## src/pod_pkg.sv

```systemverilog
// ---------------------------------------------------------------------------
// pod_pkg
// Shared types, constants and fixed-point helpers for the pendulum integrator.
// ---------------------------------------------------------------------------
`default_nettype none

package pod_pkg;

   // Configuration register indexes
   localparam int CSR_INDEX_W = 3;
   localparam logic [CSR_INDEX_W-1:0] CSR_METHOD      = 3'd0;
   localparam logic [CSR_INDEX_W-1:0] CSR_STEP_SIZE   = 3'd1;
   localparam logic [CSR_INDEX_W-1:0] CSR_GAIN        = 3'd2;
   localparam logic [CSR_INDEX_W-1:0] CSR_START_ANGLE = 3'd3;
   localparam logic [CSR_INDEX_W-1:0] CSR_START_RATE  = 3'd4;
   localparam logic [CSR_INDEX_W-1:0] CSR_STEP_LIMIT  = 3'd5;
   localparam int CSR_DATA_W = 32;

   // Integration methods (code 3 runs as RK4)
   localparam logic [1:0] METHOD_EULER = 2'd0;
   localparam logic [1:0] METHOD_HEUN  = 2'd1;
   localparam logic [1:0] METHOD_RK4   = 2'd2;

   // Q2.30 angle constants
   localparam logic signed [35:0] Q30_PI       = 36'sd3373259426;
   localparam logic signed [35:0] Q30_HALF_PI  = 36'sd1686629713;
   localparam logic signed [35:0] Q30_TWO_PI   = 36'sd6746518852;
   localparam logic signed [35:0] CORDIC_SCALE = 36'sd652032874;

   localparam logic [19:0] STEP_MAX = 20'hFFFFF;
   localparam int CNT_W = 6;

   typedef struct packed {
      logic [1:0]          method;
      logic [24:0]         step_size;
      logic [30:0]         gain;
      logic signed [31:0]  start_angle;
      logic signed [31:0]  start_rate;
      logic [19:0]         step_limit;
   } cfg_type;

   typedef enum logic [4:0] {
      DP_NOP, DP_RESTART, DP_START, DP_RED_LOAD, DP_RED_STEP, DP_FOLD1, DP_FOLD2,
      DP_CORDIC, DP_GMUL, DP_SLOPE, DP_ACC_SET, DP_ACC_ADD1, DP_ACC_ADD2,
      DP_MUL_K, DP_MOVE, DP_MUL_A, DP_NEW, DP_DIV_LOAD, DP_DIV_STEP, DP_NEW_DIV
   } dp_op_type;

   typedef struct packed {
      dp_op_type          op;
      logic               sel_r;   // 0 angle lane, 1 rate lane
      logic               half;    // round by one more fraction bit
      logic [CNT_W-1:0]   idx;     // iteration / shift index
   } cmd_type;

   typedef enum logic [4:0] {
      ST_IDLE, ST_RED_LOAD, ST_RED, ST_FOLD1, ST_FOLD2, ST_CORDIC, ST_GMUL,
      ST_SLOPE, ST_ACC, ST_MUL_K, ST_MOVE, ST_MUL_A, ST_NEW, ST_DIV_LOAD,
      ST_DIV, ST_NEW_DIV
   } state_type;

   // Reset values of the registers, for a given fraction width
   function automatic logic [24:0] reset_step(input int frac);
      longint one;
      one = longint'(1) <<< frac;
      return 25'((one + 50) / 100);
   endfunction

   function automatic logic [30:0] reset_gain(input int frac);
      longint one;
      one = longint'(1) <<< frac;
      return 31'((981 * one + 20) / 40);
   endfunction

   function automatic logic signed [31:0] reset_angle(input int frac);
      longint hp;
      hp = longint'(Q30_HALF_PI);
      return 32'((hp + (longint'(1) <<< (29 - frac))) >>> (30 - frac));
   endfunction

   // Round to nearest, ties away from zero, then shift right by n
   function automatic logic signed [63:0] round_shift(input logic signed [63:0] p,
                                                      input int n);
      logic signed [63:0] half;
      half = 64'sd1 <<< (n - 1);
      if (p >= 0) begin
         return (p + half) >>> n;
      end
      return -((-p + half) >>> n);
   endfunction

   function automatic logic signed [31:0] sat32(input logic signed [63:0] v);
      if (v > 64'sd2147483647) begin
         return 32'sh7FFFFFFF;
      end
      if (v < -64'sd2147483648) begin
         return 32'sh80000000;
      end
      return v[31:0];
   endfunction

   // Arctangent of 2^-i in Q2.30
   function automatic logic signed [35:0] atan_q30(input logic [4:0] i);
      logic signed [35:0] v;
      unique case (i)
         5'd0:  v = 36'sd843314856;
         5'd1:  v = 36'sd497837829;
         5'd2:  v = 36'sd263043836;
         5'd3:  v = 36'sd133525158;
         5'd4:  v = 36'sd67021686;
         5'd5:  v = 36'sd33543515;
         5'd6:  v = 36'sd16775850;
         5'd7:  v = 36'sd8388437;
         5'd8:  v = 36'sd4194282;
         5'd9:  v = 36'sd2097149;
         5'd10: v = 36'sd1048575;
         5'd11: v = 36'sd524287;
         5'd12: v = 36'sd262143;
         5'd13: v = 36'sd131071;
         5'd14: v = 36'sd65535;
         5'd15: v = 36'sd32767;
         5'd16: v = 36'sd16383;
         5'd17: v = 36'sd8191;
         5'd18: v = 36'sd4095;
         5'd19: v = 36'sd2047;
         5'd20: v = 36'sd1023;
         5'd21: v = 36'sd511;
         5'd22: v = 36'sd255;
         5'd23: v = 36'sd127;
         5'd24: v = 36'sd63;
         5'd25: v = 36'sd31;
         5'd26: v = 36'sd15;
         5'd27: v = 36'sd7;
         5'd28: v = 36'sd3;
         5'd29: v = 36'sd1;
         default: v = 36'sd0;
      endcase
      return v;
   endfunction

endpackage

`default_nettype wire

```

## src/pod_controller.sv

```systemverilog
// ---------------------------------------------------------------------------
// pod_controller
// Sequencer for one integration step: slope evaluations, stage moves and the
// final update; also owns the step count and the sample word handshake.
// ---------------------------------------------------------------------------
`default_nettype none

module pod_controller #(
   parameter int FRAC_BITS       = 24,
   parameter int SINE_ITERATIONS = 24
) (
   input  wire logic               clock,
   input  wire logic               reset,
   input  wire pod_pkg::cfg_type   cfg,
   input  wire logic               req_valid,
   input  wire logic               req_restart,
   output logic                    req_ready,
   output logic                    rsp_valid,
   input  wire logic               rsp_ready,
   output logic [19:0]             rsp_index,
   output pod_pkg::cmd_type        cmd
);

   localparam int RED_LAST  = 29 - FRAC_BITS;
   localparam int CORD_LAST = SINE_ITERATIONS - 1;
   localparam int DIV_LAST  = (71 - FRAC_BITS) / 8 - 1;

   pod_pkg::state_type          state_ff, state_in;
   logic [pod_pkg::CNT_W-1:0]   cnt_ff, cnt_in;
   logic [1:0]                  ev_ff, ev_in;
   logic                        sel_ff, sel_in;
   logic [19:0]                 steps_ff, steps_in;
   logic                        fin_ff, fin_in;
   logic                        rspv_ff, rspv_in;
   logic [19:0]                 idx_ff, idx_in;
   logic                        is_euler, is_heun, is_rk4, last_eval, tick;

   assign is_euler  = cfg.method == pod_pkg::METHOD_EULER;
   assign is_heun   = cfg.method == pod_pkg::METHOD_HEUN;
   assign is_rk4    = cfg.method[1];
   assign last_eval = is_euler || (is_heun && ev_ff == 2'd1) || (is_rk4 && ev_ff == 2'd3);
   assign req_ready = state_ff == pod_pkg::ST_IDLE && (!rspv_ff || rsp_ready);
   assign tick      = req_valid && req_ready;

   // Next state and commands
   always_comb begin
      state_in = state_ff;  cnt_in = cnt_ff;  ev_in = ev_ff;  sel_in = sel_ff;
      steps_in = steps_ff;  fin_in = fin_ff;  idx_in = idx_ff;
      rspv_in  = rspv_ff && !rsp_ready;
      cmd.op = pod_pkg::DP_NOP;  cmd.sel_r = sel_ff;  cmd.half = 1'b0;
      cmd.idx = cnt_ff;
      unique case (state_ff)
         pod_pkg::ST_IDLE: begin
            if (tick) begin
               if (req_restart) begin
                  cmd.op = pod_pkg::DP_RESTART;
                  steps_in = '0;
                  fin_in = 1'b0;
               end else if (!fin_ff && steps_ff <= cfg.step_limit) begin
                  cmd.op = pod_pkg::DP_START;
                  rspv_in = 1'b1;
                  idx_in = steps_ff;
                  if (steps_ff == pod_pkg::STEP_MAX) begin
                     fin_in = 1'b1;
                  end else begin
                     steps_in = steps_ff + 20'd1;
                  end
                  ev_in = '0;
                  state_in = pod_pkg::ST_RED_LOAD;
               end
            end
         end
         pod_pkg::ST_RED_LOAD: begin
            cmd.op = pod_pkg::DP_RED_LOAD;
            cnt_in = pod_pkg::CNT_W'(RED_LAST);
            state_in = pod_pkg::ST_RED;
         end
         pod_pkg::ST_RED: begin
            cmd.op = pod_pkg::DP_RED_STEP;
            if (cnt_ff == '0) begin
               state_in = pod_pkg::ST_FOLD1;
            end else begin
               cnt_in = cnt_ff - pod_pkg::CNT_W'(1);
            end
         end
         pod_pkg::ST_FOLD1: begin
            cmd.op = pod_pkg::DP_FOLD1;
            state_in = pod_pkg::ST_FOLD2;
         end
         pod_pkg::ST_FOLD2: begin
            cmd.op = pod_pkg::DP_FOLD2;
            cnt_in = '0;
            state_in = pod_pkg::ST_CORDIC;
         end
         pod_pkg::ST_CORDIC: begin
            cmd.op = pod_pkg::DP_CORDIC;
            if (cnt_ff == pod_pkg::CNT_W'(CORD_LAST)) begin
               state_in = pod_pkg::ST_GMUL;
            end else begin
               cnt_in = cnt_ff + pod_pkg::CNT_W'(1);
            end
         end
         pod_pkg::ST_GMUL: begin
            cmd.op = pod_pkg::DP_GMUL;
            state_in = pod_pkg::ST_SLOPE;
         end
         pod_pkg::ST_SLOPE: begin
            cmd.op = pod_pkg::DP_SLOPE;
            state_in = pod_pkg::ST_ACC;
         end
         // weight the slope into the sum: 1, 2, 2, 1 for RK4
         pod_pkg::ST_ACC: begin
            priority if (ev_ff == 2'd0) begin
               cmd.op = pod_pkg::DP_ACC_SET;
            end else if (is_rk4 && ev_ff != 2'd3) begin
               cmd.op = pod_pkg::DP_ACC_ADD2;
            end else begin
               cmd.op = pod_pkg::DP_ACC_ADD1;
            end
            sel_in = 1'b0;
            state_in = last_eval ? pod_pkg::ST_MUL_A : pod_pkg::ST_MUL_K;
         end
         pod_pkg::ST_MUL_K: begin
            cmd.op = pod_pkg::DP_MUL_K;
            state_in = pod_pkg::ST_MOVE;
         end
         pod_pkg::ST_MOVE: begin
            cmd.op = pod_pkg::DP_MOVE;
            cmd.half = is_rk4 && ev_ff != 2'd2;
            if (!sel_ff) begin
               sel_in = 1'b1;
               state_in = pod_pkg::ST_MUL_K;
            end else begin
               ev_in = ev_ff + 2'd1;
               state_in = pod_pkg::ST_RED_LOAD;
            end
         end
         pod_pkg::ST_MUL_A: begin
            cmd.op = pod_pkg::DP_MUL_A;
            state_in = is_rk4 ? pod_pkg::ST_DIV_LOAD : pod_pkg::ST_NEW;
         end
         pod_pkg::ST_DIV_LOAD: begin
            cmd.op = pod_pkg::DP_DIV_LOAD;
            cnt_in = pod_pkg::CNT_W'(DIV_LAST);
            state_in = pod_pkg::ST_DIV;
         end
         pod_pkg::ST_DIV: begin
            cmd.op = pod_pkg::DP_DIV_STEP;
            if (cnt_ff == '0) begin
               state_in = pod_pkg::ST_NEW_DIV;
            end else begin
               cnt_in = cnt_ff - pod_pkg::CNT_W'(1);
            end
         end
         pod_pkg::ST_NEW, pod_pkg::ST_NEW_DIV: begin
            cmd.op = (state_ff == pod_pkg::ST_NEW) ? pod_pkg::DP_NEW : pod_pkg::DP_NEW_DIV;
            cmd.half = is_heun;
            if (!sel_ff) begin
               sel_in = 1'b1;
               state_in = pod_pkg::ST_MUL_A;
            end else begin
               state_in = pod_pkg::ST_IDLE;
            end
         end
         default: begin
            state_in = pod_pkg::ST_IDLE;
         end
      endcase
   end

   // Control registers
   always_ff @(posedge clock) begin
      if (reset) begin
         state_ff <= pod_pkg::ST_IDLE;
         cnt_ff   <= '0;
         ev_ff    <= '0;
         sel_ff   <= 1'b0;
         steps_ff <= '0;
         fin_ff   <= 1'b0;
         rspv_ff  <= 1'b0;
      end else begin
         state_ff <= state_in;
         cnt_ff   <= cnt_in;
         ev_ff    <= ev_in;
         sel_ff   <= sel_in;
         steps_ff <= steps_in;
         fin_ff   <= fin_in;
         rspv_ff  <= rspv_in;
      end
   end

   // Sample index
   always_ff @(posedge clock) begin
      idx_ff <= idx_in;
   end

   assign rsp_valid = rspv_ff;
   assign rsp_index = idx_ff;

   // a plain tick up to the limit, below STEP_MAX, adds one to the step count
   assert property (@(posedge clock) disable iff (reset)
      tick && !req_restart && !fin_ff && steps_ff <= cfg.step_limit
         && steps_ff != pod_pkg::STEP_MAX |=> steps_ff == $past(steps_ff) + 20'd1)
      else $error("step count did not advance");

   // a new sample is only emitted once the integration has returned to idle
   assert property (@(posedge clock) disable iff (reset)
      $rose(rspv_ff) |-> $past(state_ff) == pod_pkg::ST_IDLE)
      else $error("sample emitted mid-step");

   // rotation index never runs past the iteration count
   assert property (@(posedge clock) disable iff (reset)
      state_ff == pod_pkg::ST_CORDIC |-> cnt_ff <= pod_pkg::CNT_W'(CORD_LAST))
      else $error("rotation index overrun");

endmodule

`default_nettype wire

```

## config.mk

```make
export PLATFORM = sky130hd
export DESIGN_NAME = pod_controller
export DESIGN_NICKNAME = d
export VERILOG_FILES = /design/src/pod_pkg.sv /design/src/pod_controller.sv
export SDC_FILE = /design/constraint.sdc
export NUM_CORES = 1
export LEC_CHECK = 0
export ABC_AREA = 1
export BUFFER_PORTS_ARGS = -buffer_cell sky130_fd_sc_hd__buf_4
export CAP_MARGIN = 40
export CORE_UTILIZATION = 46
export CTS_CLUSTER_DIAMETER = 200
export DETAILED_ROUTE_END_ITERATION = 16
export PLACE_DENSITY = 0.82
export SYNTH_ARGS = -nofsm -noshare
export SYNTH_HDL_FRONTEND = slang
export SYNTH_SLANG_ARGS = --single-unit
```

## constraint.sdc

```tcl
create_clock -name clock -period 4.4 [get_ports clock]
set_input_delay 0.44 -clock clock [delete_from_list [all_inputs] [get_ports clock]]
set_output_delay 0.44 -clock clock [all_outputs]
set_load 0.03 [all_outputs]
```

==> results.tsv <==
metric	value	unit
WL met3	475	um
pwr dens	404	nW/um2
Final HPWL DP	5920	um
Die Y-Extent	89.3	um
Placed Instances	636	
Slowest cell on crit path	dfxtp_1	
Final nets	721	
Final Instance Area	4140	um2
status	completed	
number of synthesized flops with an enable pin	20	
Post-Synthesis Cells	481	
cts bufs inserted	5	
fin. max-slew vios	0	
diode count	0	
f_max	362	MHz
MaxCap Viol Count	0	
worst skew pair latency	310	ps
Area Growth Syn to Fin	18.1	%
placeable core region	7290	um2
Yosys cell types	40	
CP max stage delay	390	ps
RD Place Congestion	0.998	
Peak VDD IR	0.267	mV
vias in the first global route	2911	
layout cell share with drive strength beyond 1	0.176	
synth top area cells	dfxtp_1, edfxtp_1, nand2_1	
Clock Path Buffers	2	
count leader, synth	nand2_1	
Final period util	0.628	
Die W	89.3	um
# port buffers	61	
top cell type by total area after synthesis	dfxtp_1	
post-synth top area share	0.200	
post-synthesis net count	658	
Setup-failing EPs final	0	
Fillers	704	
CTS Sinks	55	
Req. time, crit path	3960	ps
drt pass-1 iters	4	
max layer used	met4	
synth cell count leaders	nand2_1, inv_1, nor2_1	
Cell Chain, Critical Path	ha_1 > nand2_1 > nor2_1 > nand2_1 > nor2_1 > o21ai_0 > nand3_1 > nand2_1 > nand2_1 > nor3_2 > inv_1 > nand3_1 > buf_4	
RSZ-0062 raised after global routing	no	
syn avg cell area	7.28	um2
post_cts resized	0	
Netlist Area Pre-Place	3500	um2
starting density of the core	0.480	
Setup crit start kind	flip-flop	
FF/Latch Area	1300	um2
initial DRC count	127	
CTS tree	built	
Routed WL	7630	um
vias post-DR	3248	
worst slew pin tran	664	ps
Detail Route met2 WL	3780	um
CTS Root Cell	clkbuf_8	
Max FO, Critical Path	6	
clk_skew	11.7	ps
leakage	1.95	nW
Post-Layout Cell Count	644	
crit path capture type	primary output	
DRC	0	
CP most frequent cell	nand2_1	
critical path class	reg -> out	
clk slew on worst S/H paths	110	ps
yosys warns	0	
Main synth FF type	dfxtp_1	
All-Layer GR Usage	0.199	
Min Hold Slack	421	ps
setup_tns	0	ps
die area	7970	um2
Ports	182	
fin crit period	2760	ps
H-tree levels	2	
placed cell areas	4040	um2
Rows	31	
Final Hold Vio Count	0	
Detail Route Antenna Nets	0	
ys async rst share	0	
largest net degree at the start of global routing	32	
# hold bufs at CTS	0	
met1 wire length	3270	um
via density per instance	5.04	
Final Core Density	0.567	
crit path DAT	2320	ps
Worst Hold Class	in -> reg	
initial antenna violation count	0	
grt total ovfl	0	
area of the multi-input gates	1830	um2
postcts setup bufs	0	
first-pass GRT wire length	12400	um
Worst slew margin	0.556	
post-synthesis register bit count	55	
sequential cell area fraction in the yosys report	0.372	
post-DR wirelength/cell	11.9	um
## sequential cells by signal, summed over array words and instances (netlist names)
register   count
steps_ff      20
state_ff       4
fin_ff         1
rsp_index     20
cnt_ff         6
rsp_valid      1
ev_ff          2
sel_ff         1
## cell type report
type	instances	area share
multi-input cells	334	0.442
clock buffers	5	0.0166
well taps	99	0.0299
repair buffers	62	0.112
inverters	86	0.0786
flip-flops and latches	55	0.314
clock inverters	3	0.00605
## placed cells by master (no fill, tap or decap), types with 2 or more instances in the layout
cell | Yosys | layout
xor2_1 | 3 | 3
clkinv_4 | 0 | 2
o22ai_1 | 2 | 2
nor2_4 | 3 | 3
buf_4 | 2 | 62
o21ai_1 | 3 | 3
nand4_1 | 6 | 6
nand2_4 | 3 | 3
nor2_1 | 58 | 58
nand3_1 | 33 | 33
nand2_2 | 2 | 2
o21ai_0 | 11 | 11
nor3_1 | 9 | 8
a21o_1 | 2 | 2
a21oi_1 | 41 | 41
edfxtp_1 | 20 | 20
or2_2 | 2 | 2
inv_1 | 77 | 77
a211oi_1 | 2 | 2
clkbuf_8 | 0 | 5
nor2_2 | 2 | 2
dfxtp_1 | 35 | 35
ha_1 | 29 | 29
inv_2 | 8 | 8
nand2_1 | 109 | 109
## where the power goes
group          leakage [nW]  internal, mW  total, mW  switching (mW)
sequential            0.474         0.588      0.646          0.0578
combinational          1.43         0.259      0.740           0.481
clock                0.0443         0.114      0.284           0.170
total                  1.95         0.961       1.67           0.709
## metal layers
layer | vias up | track usage
li1 | 1678 | -
met1 | 1457 | 0.230
met2 | 99 | 0.371
met3 | 14 | 0.0452
met4 | 0 | 0.0505
met5 | - | 0
## logic make-up after synthesis
family	share of synthesized area
simple gates	0.296
buf+inv	0.108
compound gates	0.105
flops	0.372
fa+ha+maj	0.109
xor+xnor	0.0100
## path summary, 6_finish.rpt
path                             start                  endpoint  slack (ps)  cells after the start
max reg2reg   state_ff[1]$_SDFFE_PP0P_    cnt_ff[5]$_SDFFE_PP0P_        2030                     13
min                              reset  state_ff[1]$_SDFFE_PP0P_         420                      2
min reg2reg        fin_ff$_SDFFE_PP0P_       fin_ff$_SDFFE_PP0P_         480                      2
max          steps_ff[17]$_SDFFE_PP0P_                    cmd[9]        1640                     13
## critical path: cells and delay by family, from the launching register on
kind | cells | cell delay (ps)
simple gates | 9 | 910
fa+ha+maj | 1 | 320
buf+inv | 2 | 270
compound gates | 1 | 130
flops | 1 | 390
## stage by stage
step | setup WS (ps) | total power, mW
floorplan | 649 | 1.21
global placement | 1790 | 1.37
detailed placement | 1780 | 1.39
CTS | 1610 | 1.68
global route | 1410 | 1.78
finish | 1640 | 1.67
Power figures use the tool's default switching activity.
